### src/hw/rtl/spfr_pkg.sv
`default_nettype none
// ----------------------------------------------------------------------------
// spfr_pkg
// shared types and constants of the scratchpad fill and read port
// ----------------------------------------------------------------------------
package spfr_pkg;

    // decoded slave window and item widths
    localparam int ADDR_DEC_W = 24;
    localparam int DEC_W      = ADDR_DEC_W + 1;
    localparam int BUS_ADDR_W = 32;
    localparam int FETCH_W    = 32;
    localparam int COUNT_W    = 16;
    localparam int HALF_W     = 64;
    localparam int LINE_W     = 2 * HALF_W;
    localparam int LANES      = 16;
    localparam int LANE_SEL_W = 4;
    localparam int BYTE_W     = 8;
    localparam int CFG_W      = 32;

    // item commands
    localparam logic [1:0] CMD_BUS_WRITE = 2'd0;
    localparam logic [1:0] CMD_BUS_READ  = 2'd1;
    localparam logic [1:0] CMD_FILL_BEAT = 2'd2;

    // configuration register indexes
    localparam logic CFG_FETCH_BASE = 1'b0;
    localparam logic CFG_FILL_BEATS = 1'b1;

    typedef enum logic [1:0] {
        ST_IDLE,
        ST_EXEC,
        ST_READ
    } spfr_state_t;

    // controller to datapath
    typedef struct packed {
        logic capture;
        logic execute;
        logic finish_read;
    } spfr_cmd_t;

    // datapath to controller
    typedef struct packed {
        logic read_hit;
    } spfr_stat_t;

endpackage
`default_nettype wire

### src/hw/rtl/spfr_ctrl.sv
`default_nettype none
// ----------------------------------------------------------------------------
// spfr_ctrl
// item sequencer: capture, execute, optional memory read, result hand-off
// ----------------------------------------------------------------------------
module spfr_ctrl (
    input  wire logic                clk,
    input  wire logic                rst_n,
    input  wire logic                in_valid,
    output logic                     in_ready,
    output logic                     out_valid,
    input  wire logic                out_ready,
    output spfr_pkg::spfr_cmd_t      ctl,
    input  wire spfr_pkg::spfr_stat_t stat
);

    import spfr_pkg::*;

    spfr_state_t state_reg;
    spfr_state_t state_next;
    logic        out_valid_reg;
    logic        out_valid_next;
    logic        result_set;

    always_ff @(posedge clk or negedge rst_n)
    begin
        if (!rst_n)
        begin
            state_reg     <= ST_IDLE;
            out_valid_reg <= 1'b0;
        end
        else
        begin
            state_reg     <= state_next;
            out_valid_reg <= out_valid_next;
        end
    end

    always_comb
    begin
        state_next      = state_reg;
        in_ready        = 1'b0;
        ctl.capture     = 1'b0;
        ctl.execute     = 1'b0;
        ctl.finish_read = 1'b0;
        result_set      = 1'b0;
        unique case (state_reg)
            ST_IDLE:
            begin
                // the item register is free even while a result waits
                in_ready    = 1'b1;
                ctl.capture = in_valid;
                if (ctl.capture)
                begin
                    state_next = ST_EXEC;
                end
            end
            ST_EXEC:
            begin
                // result slot is free or drains at this edge
                ctl.execute = !out_valid_reg || out_ready;
                if (ctl.execute)
                begin
                    if (stat.read_hit)
                    begin
                        state_next = ST_READ;
                    end
                    else
                    begin
                        result_set = 1'b1;
                        state_next = ST_IDLE;
                    end
                end
            end
            ST_READ:
            begin
                ctl.finish_read = 1'b1;
                result_set      = 1'b1;
                state_next      = ST_IDLE;
            end
            default:
            begin
                state_next = ST_IDLE;
            end
        endcase
        out_valid_next = result_set ? 1'b1 : (out_valid_reg && !out_ready);
    end

    assign out_valid = out_valid_reg;

endmodule
`default_nettype wire

### config.mk
export PLATFORM = sky130hd
export DESIGN_NAME = spfr_ctrl
export DESIGN_NICKNAME = d
export VERILOG_FILES = /design/src/hw/rtl/spfr_pkg.sv /design/src/hw/rtl/spfr_ctrl.sv
export SDC_FILE = /design/constraint.sdc
export NUM_CORES = 1
export LEC_CHECK = 0
export BUFFER_PORTS_ARGS = -buffer_cell sky130_fd_sc_hd__clkbuf_2
export CORE_AREA = 2 2 39 41
export DETAILED_ROUTE_END_ITERATION = 10
export DIE_AREA = 0 0 41 43
export GPL_TIMING_DRIVEN = 0
export PLACE_DENSITY = 0.36
export SLEW_MARGIN = 0
export SYNTH_ARGS = -nofsm -noshare
export SYNTH_HDL_FRONTEND = slang
export SYNTH_SLANG_ARGS = --single-unit
export TNS_END_PERCENT = 1
### constraint.sdc
create_clock -name clk -period 1.91 [get_ports clk]
set_input_delay 0.382 -clock clk [delete_from_list [all_inputs] [get_ports clk]]
set_output_delay 0.382 -clock clk [all_outputs]
set_load 0.03 [all_outputs]
==> flow_summary.json, run 1 <==
{
  "detailed_place_hpwl_um": 334,
  "globalRoute.totalOverflow": 0,
  "post_synth_num_cell_types": 13,
  "total_switching_power_uw": 272.0,
  "drc_errors": 0,
  "grt_pass1_wl_um": 710,
  "worst_hold_startpoint": "stat",
  "synth_seq_cells": 3,
  "timing.critical_path.arrival_ps": 1260,
  "die_height_um": 43,
  "cts-root-buf": "sky130_fd_sc_hd__clkbuf_4",
  "status": "completed",
  "final_hold_viol_count": 0,
  "total_routing_usage_gr_pct": 6.647,
  "power.share.sequential_pct": 20.6,
  "fraction_of_power_spent_switching_nets_pct": 47.16,
  "ys.warnings.count": 0,
  "timing.critical_path.slowest_cell_delay_ps": 400,
  "synth_area_um2": 219.0,
  "clk_latency_ps": 230,
  "worst_setup_path_startpoint": "state_reg[1]$_DFFE_PN0P_",
  "cts_repair_resize_count": 0,
  "io_pins": 10,
  "worst_slew_margin_rel_pct": 88.47,
  "path_class": "reg2out",
  "design.core.area_mm2": 0.001384,
  "largest_register_ff_count": 2,
  "cpLargestDelayFamily": "flip-flops",
  "area_growth_pct": 46.29,
  "route.detailed.vias_per_inst": 3.460,
  "antenna_cells": 0,
  "route.vias.total": 173,
  "syn-instance-count": 20,
  "worst_ir_drop_vdd_v": 0.0004861,
  "worst_path_max_delay_cell": "sky130_fd_sc_hd__dfrtp_1",
  "internal-power_uw": 304.7,
  "comb_power_share_pct": 60.3,
  "timing.critical_path.required_ps": 1530,
  "ys_seq_area_share_pct": 34.29,
  "fin_crit_sh_pct": 86.21,
  "clock_tree.buffer_depth": 2,
  "final_layout_size_suffix_gt1_share_pct": 50.00,
  "via_count_of_the_first_global_routing_pass": 186,
  "slew_violations": 0,
  "worst_clock_skew_ps": 1.061,
  "cap_viol_max_count": 0,
  "floorplan.die_area_mm2": 0.001763,
  "pwr-share-clk_pct": 19.1,
  "utilization_pct": 23.15,
  "cts_tree": "done",
  "postLayoutSetupSlackWorst_ps": 263.4,
  "power.total_uw": 576.7,
  "clock_slew_seen_by_the_registers_of_the_worst_setup_and_hold_paths_ps": 40,
  "floorplan.die.width_um": 41,
  "max_freq_mhz": 607.3,
  "power_leakage_nw": 0.1709,
  "rsz0062_at_grt": "no",
  "initial_util_pct": 15.82,
  "power_density_relative_to_cell_area_mw_per_mm2": 1801,
  "cp-start-kind": "flip-flop",
  "wl_per_cell_um": 7.880,
  "clock_tree.htree_level_count": 1,
  "finalWeightedCongestion": 0.6636,
  "worstReg2RegStart": "state_reg[1]$_DFFE_PN0P_",
  "firstDrtPassIters": 2,
  "pin_count_of_the_biggest_net_entering_global_routing": 4,
  "setup_viol_count_final": 0,
  "clock-sinks": 3,
  "drt_wl_total_um": 394,
  "critical_path.n_buffers_inverters": 2,
  "timing.critical_path.cells": "inv_1, ha_1, and2_4, clkbuf_2",
  "drt_iter0_drc": 1,
  "synth_fp_nets": 29,
  "cts_setup_buffers": 0,
  "totalNegativeSetupSlack_ps": 0,
  "pre_cts_slack_ps": 510.1,
  "period_needed_ps": 1647,
  "final_antenna_net_count": 0,
  "antenna_found_initial": 0,
  "numPortBuffers": 9,
  "hold_class": "in2reg",
  "endpoint_kind": "output port",
  "final_net_count": 44,
  "cts_inserted_buffers": 3,
  "worstPathMaxFanout": 3,
  "row_count": 14,
  "tightestPinTransition_ps": 173.7,
  "avgSynthCellArea_um2": 10.95
}
[stage by stage]
stage / cell area, um^2 / cells / hold WS (ps)
2_1_floorplan: 219.0 / 20 / 86.41
5_1_grt: 320.3 / 50 / 445.8
6_report: 320.3 / 50 / 429.2
3_3_place_gp: 284.0 / 45 / 180.8
4_1_cts: 320.3 / 50 / 428.4
3_5_place_dp: 284.0 / 45 / 181.4
[placed cells by master, fill, tap and decap left out, drive strengths merged]
cell type and count:
a32o 1, and2 2, clkbuf 13, dfrtp 3
dlygate4sd3 1, ha 4, inv 3, mux2 1
nand2 1, nand2b 2, nor2b 1, o21ai 2
[cell families (layout without fill, tap and decap cells)]
group | Yosys count | in the layout | share of synthesized area [%]
AO/OA/AOI/OAI | 3 | 3 | 10.86
adder cells (fa/ha/maj) | 4 | 4 | 22.86
buffers and inverters | 3 | 17 | 5.142
flip-flops | 3 | 3 | 34.28
multiplexers | 1 | 1 | 5.142
AND/OR/NAND/NOR | 6 | 6 | 21.72
[synth_stat cells]
cell / n / share of area [%]
sky130_fd_sc_hd__ha_1: 4 / 23
sky130_fd_sc_hd__dfrtp_1: 3 / 34
sky130_fd_sc_hd__inv_1: 3 / 5.1
sky130_fd_sc_hd__a32o_1: 1 / 4.6
sky130_fd_sc_hd__and2_1: 1 / 2.9
sky130_fd_sc_hd__and2_4: 1 / 4.0
sky130_fd_sc_hd__mux2_2: 1 / 5.1
sky130_fd_sc_hd__nand2_1: 1 / 1.7
sky130_fd_sc_hd__nand2b_2: 1 / 4.0
sky130_fd_sc_hd__nand2b_4: 1 / 6.3
sky130_fd_sc_hd__nor2b_1: 1 / 2.9
sky130_fd_sc_hd__o21ai_0: 1 / 2.3
sky130_fd_sc_hd__o21ai_2: 1 / 4.0
[power groups by stage]
stage / Clock [mW] / Sequential (mW) / Combinational [mW]
6_report: 0.110 / 0.119 / 0.348
5_1_grt: 0.125 / 0.124 / 0.391
4_1_cts: 0.118 / 0.119 / 0.356
3_5_place_dp: 0 / 0.120 / 0.355
3_3_place_gp: 0 / 0.120 / 0.356
2_1_floorplan: 0 / 0.130 / 0.266
[what timing repair did]
action | 4_1_cts | 5_1_grt
endpoints found under the setup margin | 0 | 0
hold buffers | 1 | 0
hold endpoints to repair | 3 | 0
[per-layer routing]
layer	part of all wire (%)	GRT usage (%)	vias to the layer above	wire, um
met2	45	7.500	7	178
met1	45	7.792	72	176
met5	0	0	-	0
li1	-	-	94	-
met3	9.9	3.141	0	39
met4	0	8.000	0	0
[final cells by class]
class,count,area [um^2]
Sequential cell,3,75.07
Tap cell,16,20.02
Multi-Input combinational cell,14,132.6
Inverter,3,11.26
Fill cell,152,1064
Timing Repair Buffer,10,55.05
Clock buffer,4,26.28
[path summary, 6_finish.rpt]
path                            cells past startpoint  slack, ps                  endpoint
max in group asynchronous                           2       1320       out_valid$_DFF_PN0_
min in group asynchronous                           2        480  state_reg[0]$_DFFE_PN0P_
worst max-delay path                                4        260                    ctl[1]
worst min register to register                      1        540  state_reg[0]$_DFFE_PN0P_
worst min-delay path                                2        430  state_reg[1]$_DFFE_PN0P_
worst max register to register                      5        550  state_reg[0]$_DFFE_PN0P_
No activity file was read; power rests on OpenSTA's default activity.
==> run 2: changes to the inputs <==
Clock period 1.91 ns to 1.65 ns, I/O delays scaled along.
==> flow_summary.json, run 2 (synthesis gave the netlist of run 1 again) <==
{
  "via_count_of_the_first_global_routing_pass": 186,
  "detailed_place_hpwl_um": 334,
  "endpoint_kind": "output port",
  "path_class": "reg2out",
  "max_freq_mhz": 645.9,
  "final_net_count": 44,
  "layout_common_cells": "7 x sky130_fd_sc_hd__clkbuf_2, 5 x sky130_fd_sc_hd__clkbuf_4, 3 x sky130_fd_sc_hd__ha_1, 3 x sky130_fd_sc_hd__dfrtp_1, 2 x sky130_fd_sc_hd__inv_2",
  "cp-start-kind": "flip-flop",
  "total_routing_usage_gr_pct": 6.647,
  "route.detailed.vias_per_inst": 3.480,
  "multi_input_area_um2": 135.1,
  "totalNegativeSetupSlack_ps": 0,
  "globalRoute.totalOverflow": 0,
  "die_height_um": 43,
  "worst_ir_drop_vdd_v": 0.0005868,
  "row_count": 14,
  "clock_slew_seen_by_the_registers_of_the_worst_setup_and_hold_paths_ps": 40,
  "cts_tree": "done",
  "pin_count_of_the_biggest_net_entering_global_routing": 4,
  "slew_violations": 0,
  "timing.critical_path.required_ps": 1320,
  "finalWeightedCongestion": 0.6636,
  "worstPathMaxFanout": 3,
  "worst_clock_skew_ps": 1.061,
  "final_antenna_net_count": 0,
  "clock_tree.htree_level_count": 1,
  "final_common_cell": "sky130_fd_sc_hd__clkbuf_2",
  "clock-sinks": 3,
  "io_pins": 10,
  "antenna_found_initial": 0,
  "firstDrtPassIters": 2,
  "finalNonFillerCells": 50,
  "cts_inserted_buffers": 3,
  "route.vias.total": 174,
  "status": "completed",
  "worst_slew_margin_rel_pct": 88.49,
  "clock_tree.buffer_depth": 2,
  "drt_iter0_drc": 1,
  "antenna_cells": 0,
  "place.detailed.instances": 45,
  "power_density_relative_to_cell_area_mw_per_mm2": 2108,
  "wl_per_cell_um": 8.000,
  "floorplan.die.width_um": 41,
  "cts-root-buf": "sky130_fd_sc_hd__clkbuf_4",
  "fin_crit_sh_pct": 93.83,
  "period_needed_ps": 1548,
  "initial_util_pct": 15.82,
  "tightestPinTransition_ps": 173.4,
  "cap_viol_max_count": 0,
  "floorplan.die_area_mm2": 0.001763,
  "setup_viol_count_final": 0,
  "rsz0062_at_grt": "no",
  "grt_pass1_wl_um": 710,
  "hold_ws_ps": 377.3,
  "ff_latch_area_um2": 75.07,
  "final_hold_viol_count": 0,
  "final_layout_size_suffix_gt1_share_pct": 58.82,
  "hold_class": "in2reg",
  "clk_latency_ps": 230,
  "drt_wl_total_um": 400,
  "largest_register_ff_count": 2,
  "design.core.area_mm2": 0.001384,
  "timing.critical_path.arrival_ps": 1220,
  "n_fill_cell": 153,
  "area_growth_pct": 49.71,
  "drc_errors": 0,
  "power_leakage_nw": 0.1693,
  "numPortBuffers": 9
}
## run 2: cell types whose count changed in the layout (fill, tap and decap cells not counted)
| cell | change |
|---|---|
| sky130_fd_sc_hd__ha_2 | +1 |
| sky130_fd_sc_hd__inv_1 | -2 |
| sky130_fd_sc_hd__ha_1 | -1 |
| sky130_fd_sc_hd__inv_2 | +2 |
| sky130_fd_sc_hd__clkbuf_4 | +2 |
| sky130_fd_sc_hd__clkbuf_2 | -2 |
## run 2: cell type report
type	instances	share of cell area, %
multi-input combinational	14	41.22
tap	16	6.107
sequential	3	22.90
inverter	3	3.435
clock buffer	4	8.015
timing repair buffer	10	18.32
## run 2: metrics by stage
stage | util, % | setup slack (ps) | instance area, um^2 | power, mW
after floorplan | - | 132.4 | 219.0 | 0.4579
after detailed placement | 20.52 | 285.0 | 284.0 | 0.5492
after global routing | 23.69 | 16.26 | 327.8 | 0.7653
after CTS | 23.15 | 46.21 | 320.3 | 0.6864
final | 23.69 | 101.8 | 327.8 | 0.6911
after global placement | 20.52 | 287.1 | 284.0 | 0.5507
## run 2: metal layers
layer	vias to the layer above	track usage (%)	routed length, um
met3	0	3.141	38
met5	-	0	0
li1	93	-	-
met4	0	8.000	0
met2	7	7.500	184
met1	74	7.792	177
## run 2: worst paths after layout
check	start	end	slack [ps]	cells after the start
min in group asynchronous	rst_n	state_reg[0]$_DFFE_PN0P_	420	2
worst max register to register	state_reg[1]$_DFFE_PN0P_	state_reg[0]$_DFFE_PN0P_	310	5
worst min-delay path	stat	state_reg[1]$_DFFE_PN0P_	380	2
max in group asynchronous	rst_n	out_valid$_DFF_PN0_	1120	2
worst min register to register	out_valid$_DFF_PN0_	out_valid$_DFF_PN0_	540	2
worst max-delay path	state_reg[1]$_DFFE_PN0P_	ctl[1]	100	4
## run 2: what timing repair did
action                                 CTS  global route
resized for setup                        0             7
hold buffers                             1             0
buffers inserted                         0             0
setup endpoints to repair                0             2
endpoints found under the hold margin    3             0
## run 2: where the power goes
group / total [mW] / switching [mW] / internal (mW) / leakage [nW]
clock: 0.128 / 0.0371 / 0.0906 / 0.0150
combinational: 0.422 / 0.251 / 0.171 / 0.116
sequential: 0.142 / 0.0330 / 0.109 / 0.0382
total: 0.691 / 0.321 / 0.370 / 0.169
## run 2: worst max-delay path: stages (launching register included)
cell,delay (ps)
sky130_fd_sc_hd__dfrtp_1,400
sky130_fd_sc_hd__inv_2,90
sky130_fd_sc_hd__ha_1,170
sky130_fd_sc_hd__and2_4,150
sky130_fd_sc_hd__clkbuf_4,180
==> run 3: changes to the inputs <==
Settings changed: ABC_AREA set to 1.
==> flow_summary.json, run 3 <==
{
  "status": "completed",
  "final_antenna_net_count": 0,
  "drt_wl_total_um": 444,
  "totalNegativeSetupSlack_ps": 0,
  "clock_slew_seen_by_the_registers_of_the_worst_setup_and_hold_paths_ps": 40,
  "synth_area_leaders": "sky130_fd_sc_hd__dfrtp_1 34%, sky130_fd_sc_hd__ha_1 22%, sky130_fd_sc_hd__nand2_1 18%",
  "grt_pass1_wl_um": 614,
  "synth_largest_type_area_fraction_pct": 33.52,
  "layout_common_cells": "11 x sky130_fd_sc_hd__nand2_1, 7 x sky130_fd_sc_hd__clkbuf_2, 6 x sky130_fd_sc_hd__inv_1",
  "synth_area_um2": 224.0,
  "endpoint_kind": "output port",
  "cts_setup_buffers": 0,
  "ys.warnings.count": 0,
  "final_hold_viol_count": 0,
  "timing.critical_path.required_ps": 1320,
  "highest-signal-layer": "met4",
  "area_growth_pct": 50.28,
  "worst_clock_skew_ps": 2.242,
  "power_leakage_nw": 0.2048,
  "comb_power_share_pct": 60.6,
  "via_count_of_the_first_global_routing_pass": 179,
  "initial_util_pct": 16.18,
  "final_layout_size_suffix_gt1_share_pct": 34.09,
  "setup_viol_count_final": 0,
  "die_height_um": 43,
  "total_switching_power_uw": 329.2,
  "clk_latency_ps": 230,
  "route.detailed.vias_per_inst": 3.600,
  "final_common_cell": "sky130_fd_sc_hd__nand2_1",
  "ys_seq_area_share_pct": 33.52,
  "clock_tree.buffer_depth": 2,
  "cts-root-buf": "sky130_fd_sc_hd__clkbuf_4",
  "avgSynthCellArea_um2": 7.466,
  "hold_ws_ps": 364.5,
  "power.share.sequential_pct": 20.3,
  "post_synth_num_cell_types": 6,
  "hold_class": "in2reg",
  "row_count": 14,
  "synth_commonest_cells": "11 x sky130_fd_sc_hd__nand2_1, 7 x sky130_fd_sc_hd__inv_1, 4 x sky130_fd_sc_hd__ha_1, 4 x sky130_fd_sc_hd__nand3_1, 3 x sky130_fd_sc_hd__dfrtp_1",
  "max_freq_mhz": 633.5,
  "route.vias.total": 216,
  "globalRoute.totalOverflow": 0,
  "synth_edf_count": 0,
  "floorplan.die_area_mm2": 0.001763,
  "synth_seq_cells": 3,
  "antenna_cells": 0,
  "design.core.area_mm2": 0.001384,
  "clock_tree.htree_level_count": 1,
  "total_routing_usage_gr_pct": 6.042,
  "timing.critical_path.arrival_ps": 1250,
  "slew_violations": 0,
  "syn-instance-count": 30,
  "finalWeightedCongestion": 0.6495,
  "yosys_most_used_dff": "sky130_fd_sc_hd__dfrtp_1",
  "cts_inserted_buffers": 3,
  "detailed_place_hpwl_um": 367.3,
  "drc_errors": 0,
  "cts_tree": "done",
  "route.met3.wl_um": 35,
  "numPortBuffers": 9,
  "path_class": "reg2out",
  "synth_top_area_cell": "sky130_fd_sc_hd__dfrtp_1",
  "synthMostInstantiatedCell": "sky130_fd_sc_hd__nand2_1",
  "synth_fp_nets": 39,
  "cp-start-kind": "flip-flop",
  "fin_crit_sh_pct": 95.66,
  "wl_met2_um": 188,
  "drt_iter0_drc": 3,
  "cap_viol_max_count": 0,
  "antenna_found_initial": 0,
  "pwr-share-clk_pct": 19.1,
  "tightestPinTransition_ps": 169.9,
  "final_net_count": 54,
  "fraction_of_power_spent_switching_nets_pct": 48.37,
  "met1Wirelength_um": 204,
  "wl_per_cell_um": 7.400,
  "pin_count_of_the_biggest_net_entering_global_routing": 5,
  "largest_register_ff_count": 2,
  "clock-sinks": 3,
  "firstDrtPassIters": 4,
  "io_pins": 10,
  "n_fill_cell": 166,
  "worst_ir_drop_vdd_v": 0.0005206,
  "internal-power_uw": 351.4,
  "rsz0062_at_grt": "no",
  "floorplan.die.width_um": 41,
  "synthArstFlopShare_pct": 100.0,
  "period_needed_ps": 1578,
  "worst_slew_margin_rel_pct": 88.72,
  "worstPathMaxFanout": 3,
  "power_density_relative_to_cell_area_mw_per_mm2": 2022
}
run 3: cell types whose count changed in the layout (fill, tap and decap cells not counted), sizes merged:
cell	previous run	this run
inv	3	7
nand2b	2	0
mux2	1	0
nand3	0	4
buf	0	1
a21boi	0	1
nor2b	1	0
nand2	1	11
a32o	1	0
and2	2	0
o21ai	2	0
clkbuf	13	12
run 3: kinds of logic after synthesis:
| family | after synthesis | share of synthesized area [%] |
|---|---|---|
| adders and majority gates | 4 | 22.35 |
| and+or+nand+nor | 15 | 27.37 |
| buffers and inverters | 7 | 11.73 |
| DFF | 3 | 33.52 |
| AOI/OAI and AO/OA | 1 | 5.028 |
run 3: path summary, 6_finish.rpt:
kind / cells past startpoint / slack (ps) / endpoint / start
hold reg to reg: 2 / 510 / state_reg[0]$_DFFE_PN0P_ / state_reg[0]$_DFFE_PN0P_
setup / recovery: 4 / 70 / ctl[1] / state_reg[1]$_DFFE_PN0P_
max in group asynchronous: 2 / 1120 / out_valid$_DFF_PN0_ / rst_n
setup reg to reg: 6 / 560 / state_reg[1]$_DFFE_PN0P_ / state_reg[0]$_DFFE_PN0P_
hold / removal: 3 / 360 / state_reg[1]$_DFFE_PN0P_ / stat
min in group asynchronous: 2 / 430 / state_reg[0]$_DFFE_PN0P_ / rst_n
run 3: layout make-up:
| cell class | instances | area, um^2 | share of cell area, % |
|---|---|---|---|
| clock buffer | 4 | 26.28 | 7.807 |
| inverter | 7 | 26.28 | 7.807 |
| multi-input combinational | 20 | 125.1 | 37.17 |
| sequential | 3 | 75.07 | 22.30 |
| tap | 16 | 20.02 | 5.948 |
| timing repair buffer | 10 | 63.81 | 18.96 |
run 3: stage by stage:
step	util, %	cell area [um^2]	std cells	worst slack (ps)	power, mW
global route	24.32	336.6	60	11.08	0.7493
CTS	24.14	334.1	60	7.645	0.6939
finish	24.32	336.6	60	71.58	0.6805
global placement	20.89	289.0	55	214.0	0.5317
floorplan	-	224.0	30	201.7	0.4316
detailed placement	20.89	289.0	55	233.2	0.5293
run 3: power groups by stage:
stage / Sequential (mW) / Combinational, mW / Clock [mW]
floorplan: 0.147 / 0.285 / 0
global placement: 0.138 / 0.394 / 0
detailed placement: 0.138 / 0.392 / 0
CTS: 0.137 / 0.420 / 0.138
global route: 0.144 / 0.463 / 0.142
finish: 0.138 / 0.412 / 0.130
run 3: repair_timing:
action | in CTS | in global routing
hold endpoints to repair | 3 | 0
resized for setup | 2 | 3
pin swaps | 0 | 0
hold buffers | 1 | 0
setup endpoints to repair | 1 | 2
run 3: layer usage:
layer	up-vias	GRT usage (%)
met1	88	6.494
met2	10	6.875
met4	0	10.00
met5	-	0
li1	116	-
met3	2	1.571
run 3: worst max-delay path, cell delays in order (launching register included):
cell and delay (ps):
sky130_fd_sc_hd__dfrtp_1 400, sky130_fd_sc_hd__inv_2 80, sky130_fd_sc_hd__ha_2 180, sky130_fd_sc_hd__a21boi_2 180, sky130_fd_sc_hd__clkbuf_8 170
